[src/hdl/sfr_pkg.sv]
`default_nettype none
// ----------------------------------------------------------------------------
// sfr_pkg: shared types and constants of the serial frame receiver
// Sync bytes, event codes, the result struct and configuration port sizes.
// ----------------------------------------------------------------------------
package sfr_pkg;

  // frame sync bytes
  localparam logic [7:0] SYNC_DOLLAR = 8'h24;
  localparam logic [7:0] SYNC_M      = 8'h4D;
  localparam logic [7:0] SYNC_ARROW  = 8'h3E;

  // configuration port sizes and register map
  localparam int unsigned PADDR_W = 2;
  localparam int unsigned PDATA_W = 32;
  localparam logic [PADDR_W-1:0] REG_DEV_ID = 2'd0;

  // result event codes
  typedef enum logic [1:0] {
    EVT_PAYLOAD = 2'd0,
    EVT_GOOD    = 2'd1,
    EVT_BAD     = 2'd2
  } event_kind_e;

  // one result beat
  typedef struct packed {
    event_kind_e event_kind;
    logic [7:0]  payload_byte;
    logic [5:0]  payload_index;
    logic [7:0]  frame_command;
    logic [6:0]  frame_length;
  } evt_t;

endpackage
`default_nettype wire

[src/hdl/sfr_byte_if.sv]
`default_nettype none
// ----------------------------------------------------------------------------
// sfr_byte_if: received byte channel
// Valid/ready channel carrying one byte from the serial link per beat.
// ----------------------------------------------------------------------------
interface sfr_byte_if;
  logic       valid;
  logic       ready;
  logic [7:0] rx_byte;

  modport source (output valid, output rx_byte, input ready);
  modport sink   (input valid, input rx_byte, output ready);
endinterface
`default_nettype wire

[src/hdl/sfr_evt_if.sv]
`default_nettype none
// ----------------------------------------------------------------------------
// sfr_evt_if: frame event channel
// Valid/ready channel carrying payload bytes and end-of-frame reports.
// ----------------------------------------------------------------------------
interface sfr_evt_if;
  logic                valid;
  logic                ready;
  sfr_pkg::event_kind_e event_kind;
  logic [7:0]          payload_byte;
  logic [5:0]          payload_index;
  logic [7:0]          frame_command;
  logic [6:0]          frame_length;

  modport source (output valid, output event_kind, output payload_byte,
                  output payload_index, output frame_command, output frame_length,
                  input ready);
  modport sink   (input valid, input event_kind, input payload_byte,
                  input payload_index, input frame_command, input frame_length,
                  output ready);
endinterface
`default_nettype wire

[src/hdl/sfr_cfg.sv]
`default_nettype none
// ----------------------------------------------------------------------------
// sfr_cfg: configuration registers
// APB-style register port holding the expected device id.
// ----------------------------------------------------------------------------
module sfr_cfg (
  input  wire logic                        clk_i,
  input  wire logic                        rst_ni,
  input  wire logic                        psel,
  input  wire logic                        penable,
  input  wire logic                        pwrite,
  input  wire logic [sfr_pkg::PADDR_W-1:0] paddr,
  input  wire logic [sfr_pkg::PDATA_W-1:0] pwdata,
  output logic      [sfr_pkg::PDATA_W-1:0] prdata,
  output logic                             pready,
  output logic      [7:0]                  dev_id_o
);

  logic [7:0] dev_id_q;
  logic       wr_en;

  assign pready = 1'b1;
  assign wr_en  = psel && penable && pwrite && pready
                  && (paddr == sfr_pkg::REG_DEV_ID);

  // device id register
  always_ff @(posedge clk_i or negedge rst_ni) begin
    if (!rst_ni) begin
      dev_id_q <= 8'd0;
    end else if (wr_en) begin
      dev_id_q <= pwdata[7:0];
    end
  end

  // read back
  always_comb begin
    prdata = '0;
    if (paddr == sfr_pkg::REG_DEV_ID) begin
      prdata = sfr_pkg::PDATA_W'(dev_id_q);
    end
  end

  assign dev_id_o = dev_id_q;

endmodule
`default_nettype wire

[src/hdl/sfr_in_stage.sv]
`default_nettype none
// ----------------------------------------------------------------------------
// sfr_in_stage: input register
// Captures one received byte per beat and holds it until the parser takes it.
// ----------------------------------------------------------------------------
module sfr_in_stage (
  input  wire logic       clk_i,
  input  wire logic       rst_ni,
  input  wire logic       in_valid_i,
  input  wire logic [7:0] in_byte_i,
  output logic            in_ready_o,
  input  wire logic       take_i,
  output logic            valid_o,
  output logic      [7:0] byte_o
);

  logic       valid_q;
  logic [7:0] byte_q;
  logic       load;

  assign in_ready_o = !valid_q || take_i;
  assign load       = in_valid_i && in_ready_o;

  // valid flag
  always_ff @(posedge clk_i or negedge rst_ni) begin
    if (!rst_ni) begin
      valid_q <= 1'b0;
    end else if (in_ready_o) begin
      valid_q <= in_valid_i;
    end
  end

  // byte holding register
  always_ff @(posedge clk_i) begin
    if (load) begin
      byte_q <= in_byte_i;
    end
  end

  assign valid_o = valid_q;
  assign byte_o  = byte_q;

endmodule
`default_nettype wire

[src/hdl/sfr_parser.sv]
`default_nettype none
// ----------------------------------------------------------------------------
// sfr_parser: frame parser
// Header hunt, length and id checks, command capture, payload indexing and XOR checksum.
// ----------------------------------------------------------------------------
module sfr_parser #(
  parameter int unsigned MAX_PAYLOAD = 64
) (
  input  wire logic          clk_i,
  input  wire logic          rst_ni,
  input  wire logic          take_i,
  input  wire logic [7:0]    byte_i,
  input  wire logic [7:0]    dev_id_i,
  output logic               evt_valid_o,
  output sfr_pkg::evt_t      evt_o
);

  localparam int unsigned LEN_W   = $clog2(MAX_PAYLOAD + 1);
  localparam logic [7:0]  MAX_LEN = 8'(MAX_PAYLOAD);

  // parser phase codes
  localparam logic [2:0] PH_IDLE   = 3'd0;
  localparam logic [2:0] PH_DOLLAR = 3'd1;
  localparam logic [2:0] PH_M      = 3'd2;
  localparam logic [2:0] PH_ARROW  = 3'd3;
  localparam logic [2:0] PH_LEN    = 3'd4;
  localparam logic [2:0] PH_CMD    = 3'd5;
  localparam logic [2:0] PH_BODY   = 3'd6;

  logic [2:0]       phase_q, phase_d;
  logic [LEN_W-1:0] len_q, len_d;
  logic [LEN_W-1:0] cnt_q, cnt_d;
  logic [7:0]       xor_q, xor_d;
  logic [7:0]       cmd_q, cmd_d;
  logic [7:0]       len_ext;
  logic [7:0]       cnt_ext;
  logic             evt_v;

  assign len_ext = 8'(len_q);
  assign cnt_ext = 8'(cnt_q);

  // next state and event for the byte at hand
  always_comb begin
    phase_d = phase_q;
    len_d   = len_q;
    cnt_d   = cnt_q;
    xor_d   = xor_q;
    cmd_d   = cmd_q;
    evt_v   = 1'b0;
    evt_o.event_kind    = sfr_pkg::EVT_PAYLOAD;
    evt_o.payload_byte  = 8'd0;
    evt_o.payload_index = 6'd0;
    evt_o.frame_command = cmd_q;
    evt_o.frame_length  = len_ext[6:0];
    case (phase_q)
      PH_DOLLAR: begin
        phase_d = (byte_i == sfr_pkg::SYNC_M) ? PH_M : PH_IDLE;
      end
      PH_M: begin
        phase_d = (byte_i == sfr_pkg::SYNC_ARROW) ? PH_ARROW : PH_IDLE;
      end
      PH_ARROW: begin
        if (byte_i > MAX_LEN) begin
          phase_d = PH_IDLE;
        end else begin
          len_d   = LEN_W'(byte_i);
          cnt_d   = '0;
          xor_d   = byte_i;
          phase_d = PH_LEN;
        end
      end
      PH_LEN: begin
        cmd_d   = byte_i;
        xor_d   = xor_q ^ byte_i;
        phase_d = PH_CMD;
      end
      PH_CMD: begin
        if (byte_i == dev_id_i) begin
          xor_d   = xor_q ^ byte_i;
          phase_d = PH_BODY;
        end else begin
          cmd_d   = 8'd0;
          phase_d = PH_IDLE;
        end
      end
      PH_BODY: begin
        evt_v = 1'b1;
        if (cnt_q < len_q) begin
          // payload byte
          xor_d = xor_q ^ byte_i;
          cnt_d = cnt_q + LEN_W'(1);
          evt_o.payload_byte  = byte_i;
          evt_o.payload_index = cnt_ext[5:0];
        end else begin
          // checksum byte closes the frame
          phase_d = PH_IDLE;
          evt_o.event_kind = (xor_q == byte_i) ? sfr_pkg::EVT_GOOD : sfr_pkg::EVT_BAD;
        end
      end
      default: begin
        // idle, and the unused code behaves the same
        phase_d = (byte_i == sfr_pkg::SYNC_DOLLAR) ? PH_DOLLAR : PH_IDLE;
      end
    endcase
  end

  // parser state
  always_ff @(posedge clk_i or negedge rst_ni) begin
    if (!rst_ni) begin
      phase_q <= PH_IDLE;
      len_q   <= '0;
      cnt_q   <= '0;
      xor_q   <= 8'd0;
      cmd_q   <= 8'd0;
    end else if (take_i) begin
      phase_q <= phase_d;
      len_q   <= len_d;
      cnt_q   <= cnt_d;
      xor_q   <= xor_d;
      cmd_q   <= cmd_d;
    end
  end

  assign evt_valid_o = take_i && evt_v;

endmodule
`default_nettype wire

[src/hdl/sfr_out_stage.sv]
`default_nettype none
// ----------------------------------------------------------------------------
// sfr_out_stage: result register
// Holds one event beat for the sink and frees itself as the beat is taken.
// ----------------------------------------------------------------------------
module sfr_out_stage (
  input  wire logic          clk_i,
  input  wire logic          rst_ni,
  input  wire logic          evt_valid_i,
  input  wire sfr_pkg::evt_t evt_i,
  output logic               can_load_o,
  output logic               out_valid_o,
  input  wire logic          out_ready_i,
  output sfr_pkg::evt_t      out_evt_o
);

  logic          valid_q;
  sfr_pkg::evt_t evt_q;

  assign can_load_o = !valid_q || out_ready_i;

  // valid flag
  always_ff @(posedge clk_i or negedge rst_ni) begin
    if (!rst_ni) begin
      valid_q <= 1'b0;
    end else if (can_load_o) begin
      valid_q <= evt_valid_i;
    end
  end

  // event payload
  always_ff @(posedge clk_i) begin
    if (can_load_o && evt_valid_i) begin
      evt_q <= evt_i;
    end
  end

  assign out_valid_o = valid_q;
  assign out_evt_o   = evt_q;

endmodule
`default_nettype wire

[src/hdl/serial_frame_receiver.sv]
`default_nettype none
// ----------------------------------------------------------------------------
// serial_frame_receiver: framing receiver for a MultiWii-style serial link
// Hunts for '$' 'M' '>' frames, checks length limit and device id, emits
// every payload byte with its index and a good/bad report on the checksum.
// ----------------------------------------------------------------------------
// Usage
//   rx_i  : one received byte per beat (valid/ready sink)
//   evt_o : zero or one event per byte (valid/ready source): a payload byte
//           with its index, or an end-of-frame report with command and length
//   APB   : register 0 at address 0 holds the expected device id
// Path: a byte is held in the input register and its event is shown from
//   the result register, with the parser logic between the two.
// Throughput: one byte per cycle while the result register can load; the
//   parser state update is one pass of logic from input to result register.
// Reset: the parser goes back to hunting for '$', the device id reads zero
//   and both registers are empty.
// Stall: while evt_o is held off the result register keeps its beat, the
//   input register fills, and rx_i.ready drops only when both are occupied.
// Bytes that raise no event also wait in the input register while the
//   result register holds a beat that the sink has not taken.
// ----------------------------------------------------------------------------
module serial_frame_receiver #(
  parameter int unsigned MAX_PAYLOAD = 64
) (
  input  wire logic                        clk_i,
  input  wire logic                        rst_ni,
  sfr_byte_if.sink                         rx_i,
  sfr_evt_if.source                        evt_o,
  input  wire logic                        psel,
  input  wire logic                        penable,
  input  wire logic                        pwrite,
  input  wire logic [sfr_pkg::PADDR_W-1:0] paddr,
  input  wire logic [sfr_pkg::PDATA_W-1:0] pwdata,
  output logic      [sfr_pkg::PDATA_W-1:0] prdata,
  output logic                             pready
);

  logic          [7:0] dev_id;
  logic                stage_valid;
  logic          [7:0] stage_byte;
  logic                can_load;
  logic                take;
  logic                evt_valid;
  sfr_pkg::evt_t       evt;
  sfr_pkg::evt_t       out_evt;

  // configuration registers
  sfr_cfg u_cfg (
    .clk_i    (clk_i),
    .rst_ni   (rst_ni),
    .psel     (psel),
    .penable  (penable),
    .pwrite   (pwrite),
    .paddr    (paddr),
    .pwdata   (pwdata),
    .prdata   (prdata),
    .pready   (pready),
    .dev_id_o (dev_id)
  );

  // input register
  sfr_in_stage u_in_stage (
    .clk_i      (clk_i),
    .rst_ni     (rst_ni),
    .in_valid_i (rx_i.valid),
    .in_byte_i  (rx_i.rx_byte),
    .in_ready_o (rx_i.ready),
    .take_i     (take),
    .valid_o    (stage_valid),
    .byte_o     (stage_byte)
  );

  assign take = stage_valid && can_load;

  // frame parser
  sfr_parser #(
    .MAX_PAYLOAD (MAX_PAYLOAD)
  ) u_parser (
    .clk_i       (clk_i),
    .rst_ni      (rst_ni),
    .take_i      (take),
    .byte_i      (stage_byte),
    .dev_id_i    (dev_id),
    .evt_valid_o (evt_valid),
    .evt_o       (evt)
  );

  // result register
  sfr_out_stage u_out_stage (
    .clk_i       (clk_i),
    .rst_ni      (rst_ni),
    .evt_valid_i (evt_valid),
    .evt_i       (evt),
    .can_load_o  (can_load),
    .out_valid_o (evt_o.valid),
    .out_ready_i (evt_o.ready),
    .out_evt_o   (out_evt)
  );

  assign evt_o.event_kind    = out_evt.event_kind;
  assign evt_o.payload_byte  = out_evt.payload_byte;
  assign evt_o.payload_index = out_evt.payload_index;
  assign evt_o.frame_command = out_evt.frame_command;
  assign evt_o.frame_length  = out_evt.frame_length;

endmodule
`default_nettype wire
[src/flat_wrapper.sv]
// flat-port wrapper written by rule: the top's interface ports become plain ports
module serial_frame_receiver_flat 
#(
  parameter int unsigned MAX_PAYLOAD = 64
)
  (clk_i, rst_ni, psel, penable, pwrite, paddr, pwdata, prdata, pready, rx_i_valid, rx_i_rx_byte, rx_i_ready, evt_o_valid, evt_o_event_kind, evt_o_payload_byte, evt_o_payload_index, evt_o_frame_command, evt_o_frame_length, evt_o_ready);
  sfr_byte_if rx_i_i ();
  sfr_evt_if evt_o_i ();
  input  wire logic clk_i;
  input  wire logic rst_ni;
  input  wire logic psel;
  input  wire logic penable;
  input  wire logic pwrite;
  input  wire logic [sfr_pkg::PADDR_W-1:0] paddr;
  input  wire logic [sfr_pkg::PDATA_W-1:0] pwdata;
  output logic      [sfr_pkg::PDATA_W-1:0] prdata;
  output logic pready;
  input wire logic [$bits(rx_i_i.valid)-1:0] rx_i_valid;
  input wire logic [$bits(rx_i_i.rx_byte)-1:0] rx_i_rx_byte;
  output wire logic [$bits(rx_i_i.ready)-1:0] rx_i_ready;
  output wire logic [$bits(evt_o_i.valid)-1:0] evt_o_valid;
  output wire logic [$bits(evt_o_i.event_kind)-1:0] evt_o_event_kind;
  output wire logic [$bits(evt_o_i.payload_byte)-1:0] evt_o_payload_byte;
  output wire logic [$bits(evt_o_i.payload_index)-1:0] evt_o_payload_index;
  output wire logic [$bits(evt_o_i.frame_command)-1:0] evt_o_frame_command;
  output wire logic [$bits(evt_o_i.frame_length)-1:0] evt_o_frame_length;
  input wire logic [$bits(evt_o_i.ready)-1:0] evt_o_ready;
  assign rx_i_i.valid = rx_i_valid;
  assign rx_i_i.rx_byte = rx_i_rx_byte;
  assign rx_i_ready = rx_i_i.ready;
  assign evt_o_valid = evt_o_i.valid;
  assign evt_o_event_kind = evt_o_i.event_kind;
  assign evt_o_payload_byte = evt_o_i.payload_byte;
  assign evt_o_payload_index = evt_o_i.payload_index;
  assign evt_o_frame_command = evt_o_i.frame_command;
  assign evt_o_frame_length = evt_o_i.frame_length;
  assign evt_o_i.ready = evt_o_ready;
  serial_frame_receiver #(.MAX_PAYLOAD(MAX_PAYLOAD)) u_core (.clk_i(clk_i), .rst_ni(rst_ni), .rx_i(rx_i_i), .evt_o(evt_o_i), .psel(psel), .penable(penable), .pwrite(pwrite), .paddr(paddr), .pwdata(pwdata), .prdata(prdata), .pready(pready));
endmodule
[config.mk]
export PLATFORM = sky130hd
export DESIGN_NAME = serial_frame_receiver_flat
export DESIGN_NICKNAME = d
export VERILOG_FILES = /design/src/hdl/sfr_pkg.sv /design/src/hdl/sfr_byte_if.sv /design/src/hdl/sfr_evt_if.sv /design/src/hdl/sfr_cfg.sv /design/src/hdl/sfr_in_stage.sv /design/src/hdl/sfr_parser.sv /design/src/hdl/sfr_out_stage.sv /design/src/hdl/serial_frame_receiver.sv /design/src/flat_wrapper.sv
export SDC_FILE = /design/constraint.sdc
export NUM_CORES = 1
export LEC_CHECK = 0
export BUFFER_PORTS_ARGS = -buffer_cell sky130_fd_sc_hd__buf_2
export CORE_MARGIN = 4
export CORE_UTILIZATION = 45
export CTS_CLUSTER_DIAMETER = 80
export DETAILED_ROUTE_END_ITERATION = 12
export PLACE_DENSITY = 0.82
export SKIP_CTS_REPAIR_TIMING = 1
export SYNTH_ARGS = -nofsm -noshare
export SYNTH_HDL_FRONTEND = slang
export SYNTH_HIERARCHICAL = 1
export SYNTH_SLANG_ARGS = --single-unit
[constraint.sdc]
create_clock -name clk_i -period 2.9 [get_ports clk_i]
set_input_delay 0.145 -clock clk_i [delete_from_list [all_inputs] [get_ports clk_i]]
set_output_delay 0.145 -clock clk_i [all_outputs]
set_load 0.05 [all_outputs]
---- Yosys cells after proc, flatten, opt, wreduce, memory -nomap -nowiden ----
Index checks and enable logic that the tools add are counted.
word-level totals
  flip-flop bits (word level) ............. 82
  input port bits ......................... 49
  output and inout bits ................... 66
  logic and storage cells ................. 77
cells by class
  $add $sub $neg .......................... 1
  $lt $le $gt $ge ......................... 2
  equality and inequality tests ........... 16
  multiplexer cells ....................... 19
  bitwise gates (word level) .............. 3
  reductions and logical operators ........ 22
operators by type and width
  kind                                                                             count
  8-bit two-way mux                                                                5
  8-bit one-hot mux with 4 select lines                                            1
  3-bit one-hot mux with 6 select lines                                            1
  8-bit by 6-bit equality test with 1-bit output, second input constant            2
  8-bit equality test                                                              2
  8-bit one-hot mux with 2 select lines                                            1
  7-bit two-way mux                                                                2
  7-bit one-hot mux with 2 select lines                                            1
  2-bit != test, second input constant                                             5
  3-bit equality test, second input constant                                       3
  3-bit two-way mux                                                                3
  8-bit by 7-bit equality test with 1-bit output, second input constant            1
  8-bit by 7-bit greater-than comparator with 1-bit output, second input constant  1
  8-bit XOR                                                                        1
  7-bit by 1-bit adder with 7-bit output, second input constant                    1
  1-bit logical AND                                                                7
  7-bit < comparator                                                               1
  3-bit by 2-bit equality test with 1-bit output, second input constant            2
  2-bit two-way mux                                                                3
  3-bit AND reduction                                                              2
  5-bit AND reduction                                                              1
  2-bit AND reduction                                                              2
  4-bit AND reduction                                                              1
  2-bit nonzero test                                                               2
  other kinds (8)                                                                  12

---- Longest topological paths before layout ----
  depth after elaboration ................. 5
  gate-level depth with buffers ........... 9
  gate-level depth less buffers ........... 8

---- Cells and area by module ----
Netlist, hierarchy kept.
modules (own cells, without submodules)
  module                 times used  cells an instance  area each (µm²)  seq. area each (µm²)
  sfr_parser             1           234                2210.9           825.8
  sfr_out_stage          1           35                 984.7            955.9
  sfr_cfg                1           53                 578.1            200.2
  sfr_in_stage           1           12                 294.0            265.3
  serial_frame_receiver  1           1                  6.3              0.0

---- Worst setup path after synthesis ----
Ideal clock, no wire load.
  path kind ............................... register to register
  start point ............................. reg u_core.u_parser.cnt_q[4]
  end point ............................... reg u_core.u_parser.xor_q[4]
  library setup time ...................... 0.087 ns
  data arrival time ....................... 2.144 ns
  data required time ...................... 2.813 ns
  setup slack ............................. 0.669 ns
  cell stages (with the launch flop) ...... 9
  buffers on the path ..................... 1
  period minus slack after synthesis ...... 2.231 ns
  cells stage by stage .................... dfrtp_1 -> ha_1 -> a211o_1 -> a21oi_1 -> o211ai_1 -> a21oi_1 -> buf_2 -> a211oi_1 -> a211oi_2
on the way
  longest elaborated chain between the ends .. 3
RTL lines
  element                        line               source
  start, declared                sfr_parser.sv:32   logic [LEN_W-1:0] cnt_q, cnt_d;
  start signal, assigned         sfr_parser.sv:118  cnt_q <= cnt_d;
  7-bit < comparator             sfr_parser.sv:88   if (cnt_q < len_q) begin
  2-bit != test (no line)        n/a
  5-bit AND reduction (no line)  n/a
  end signal, assigned           sfr_parser.sv:119  xor_q <= xor_d;
  end, declared                  sfr_parser.sv:33   logic [7:0] xor_q, xor_d;
No other way between the ends.
A chain may end at the register's enable or synchronous reset.

---- Worst setup path after layout ----
Same ends and word-level chain as after synthesis.

==> results.cfg <==
[routing]
ant_nets = 0
num_vias = 2816
wl_per_cell_um = 16.2
drtIter0Drc = 190
wl_um = 8440
drc = 0
first_pass_iters = 5
viasPerCell = 5.40

[synth]
synth_area_per_cell_um2 = 12.2
yosysWarnings = 6
yosysUniqueCellTypes = 63
ys_top_cells_by_area = edfxtp_1, dfrtp_1, buf_4, and2_1, mux2_2
synth_edf_count = 39
yosysTopAreaCellShare_pct = 28.7
yosysMostFrequentCell = dfrtp_1
synthCells = 335
ys_seq_elements = 82
yosys.area.top_type = edfxtp_1
async_flop_share_pct = 52.4
syn_area_um2 = 4070
synthTopCellsByCount = dfrtp_1, edfxtp_1, buf_4, and2_1, nor2_1
synth-seq-area-share_pct = 55.2
synth_ff_type = dfrtp_1

[die]
die_area_um2 = 10600
core_um2 = 8760
die_h_um = 103
io_pins = 115
initial_core_util_pct = 46.5
rows = 34
fp.dieW_um = 103

[critical_path]
r2r_start = u_core/u_parser/cnt_q[4]
crit_type = reg -> reg
crit_arrival_ns = 2.74
critPathRequiredTime_ns = 3.18
worstSetupEndpointType = flip-flop
r2r_setup_slack_ns = 0.43
crit_fanout = 14
crit_end = u_core/u_parser/xor_q[4]
rr_worst_depth = 8
reg2reg_to = u_core/u_parser/xor_q[4]
worst_setup_path_start_kind = flip-flop
critPathLaunch = u_core/u_parser/cnt_q[4]

[outcome]
status = finished, violations left
violations = negative hold slack

[sta]
finalSetupViolCount = 0
maxSlewHeadroom_pct = 35.6
worstMarginPinSlew_ns = 0.966
holdWs_ns = -0.0661
final.setup.tns_ns = 0
rsz0062_at_grt = false
hold_violations = 43
fin_crit_ns = 2.47
slew_viol_final = 0
fin_crit_sh_pct = 85.0
fin_skew_ns = 0.00527
layout_setup_ws_ns = 0.434
fmax_mhz = 405

[place]
gp_congestion = 0.877
port_buffers = 65
place_hpwl_um = 5790
pre_cts_ws_ns = 0.478

[cells_and_area]
area_growth_pct = 14.8
insertedDiodeCount = 0
fin_nets = 464
drive_gt1_share_pct = 29.5
final.fill_count = 762

[grt]
grt_max_degree = 44
grt_antenna_before_repair = 0
grt-ovfl-total = 0
grt_pass1_wl_um = 13200
track_usage_pct = 16.1
grt_pass1_vias = 2638

[clock_tree]
cts_inserted_buffers = 9
cts.clk_slew.worst_paths_ns = 0.09
insertion_delay_ns = 0.35
cts-root-buf = clkbuf_8
clock_sinks = 82
htree_levels = 3
cts_tree = done
clockBufferDepth = 2

[pwr]
pwr_density_cell_nw_per_um2 = 632
ir_worst_vdd_uv = 271
p_leak_nw = 2.08

[min_path]
worst_hold_path_type = in -> async

[flow_run]
maxCapViolations = 0
worst max-delay path, cell delays in order (launching register included):
cell and delay [ns]:
dfrtp_1 0.49, ha_1 0.35, a211o_1 0.31, a21oi_1 0.31, o211ai_1 0.18, a21oi_1 0.19, buf_4 0.25, a211oi_1 0.09
a211oi_2 0.21
worst min path at each step:
stage,end,depth (start not counted),slack (ns)
floorplan,u_core/u_cfg/dev_id_o[0],0,-0.15
global placement,u_core/u_in_stage/byte_o[7],1,0.32
detailed placement,u_core/u_in_stage/byte_o[0],1,0.32
CTS,u_core/u_in_stage/byte_o[5],1,-0.06
global route,u_core/u_cfg/dev_id_o[2],2,0.002
finish,u_core/u_parser/cmd_q[2],1,-0.07
power by group:
| part | internal, mW | total (mW) | switching [mW] |
|---|---|---|---|
| registers | 1.37 | 1.50 | 0.130 |
| logic | 0.248 | 0.606 | 0.358 |
| clock network | 0.405 | 0.851 | 0.445 |
routing by layer:
metal | track usage (%) | wire [um] | up-vias
li1 | - | - | 1312
met1 | 22.7 | 3730 | 1377
met2 | 24.8 | 4050 | 119
met3 | 3.11 | 596 | 8
met4 | 5.98 | 67 | 0
met5 | 0 | 0 | -
cell families (layout without fill, tap and decap cells):
group	Yosys count	after routing	synth area share, %
flops	82	82	55.2
simple gates	94	94	14.6
xor+xnor	9	9	1.93
other cells	2	25	0.184
fa+ha+maj	7	7	2.15
buf+inv	49	104	7.49
mux	15	15	4.24
compound gates	77	77	14.2
cell usage in the layout (no fill, tap or decap), types with 11 or more instances in the layout:
cell and count:
conb_1 25, buf_2 65, nand2_1 11, and2_1 22, a21oi_1 12, nor2_1 15
dfrtp_1 43, edfxtp_1 39
flip-flops by register name (all words and copies together) (netlist names), 3 cells and up:
| register | cells |
|---|---|
| u_core/u_in_stage/byte_o | 8 |
| u_core/u_parser/phase_q | 3 |
| u_core/u_cfg/dev_id_o | 8 |
| u_core/u_parser/cnt_q | 7 |
| u_core/u_parser/len_q | 7 |
| u_core/u_parser/xor_q | 8 |
| u_core/u_out_stage/out_evt_o | 31 |
| u_core/u_parser/cmd_q | 8 |
through the flow:
| stage | utilization (%) | power (mW) | instances | instance area, um2 | hold WS (ns) |
|---|---|---|---|---|---|
| 2_1_floorplan | - | 1.99 | 358 | 4160 | -0.151 |
| 3_3_place_gp | 50.1 | 2.08 | 496 | 4390 | 0.322 |
| 3_5_place_dp | 50.1 | 2.11 | 496 | 4390 | 0.323 |
| 4_1_cts | 52.3 | 2.96 | 512 | 4590 | -0.0557 |
| 5_1_grt | 53.4 | 3.10 | 521 | 4680 | 0.00164 |
| 6_report | 53.4 | 2.96 | 521 | 4680 | -0.0661 |
layout make-up:
cell class / instances / area [um2] / share of cell area [%]
Clock buffer: 9 / 124 / 2.65
Multi-Input combinational cell: 227 / 1610 / 34.4
Tap cell: 108 / 135 / 2.89
Timing Repair Buffer: 79 / 453 / 9.68
Sequential cell: 82 / 2250 / 48.0
Clock inverter: 7 / 76.3 / 1.63
Inverter: 9 / 33.8 / 0.722
Power figures use the tool's default switching activity.
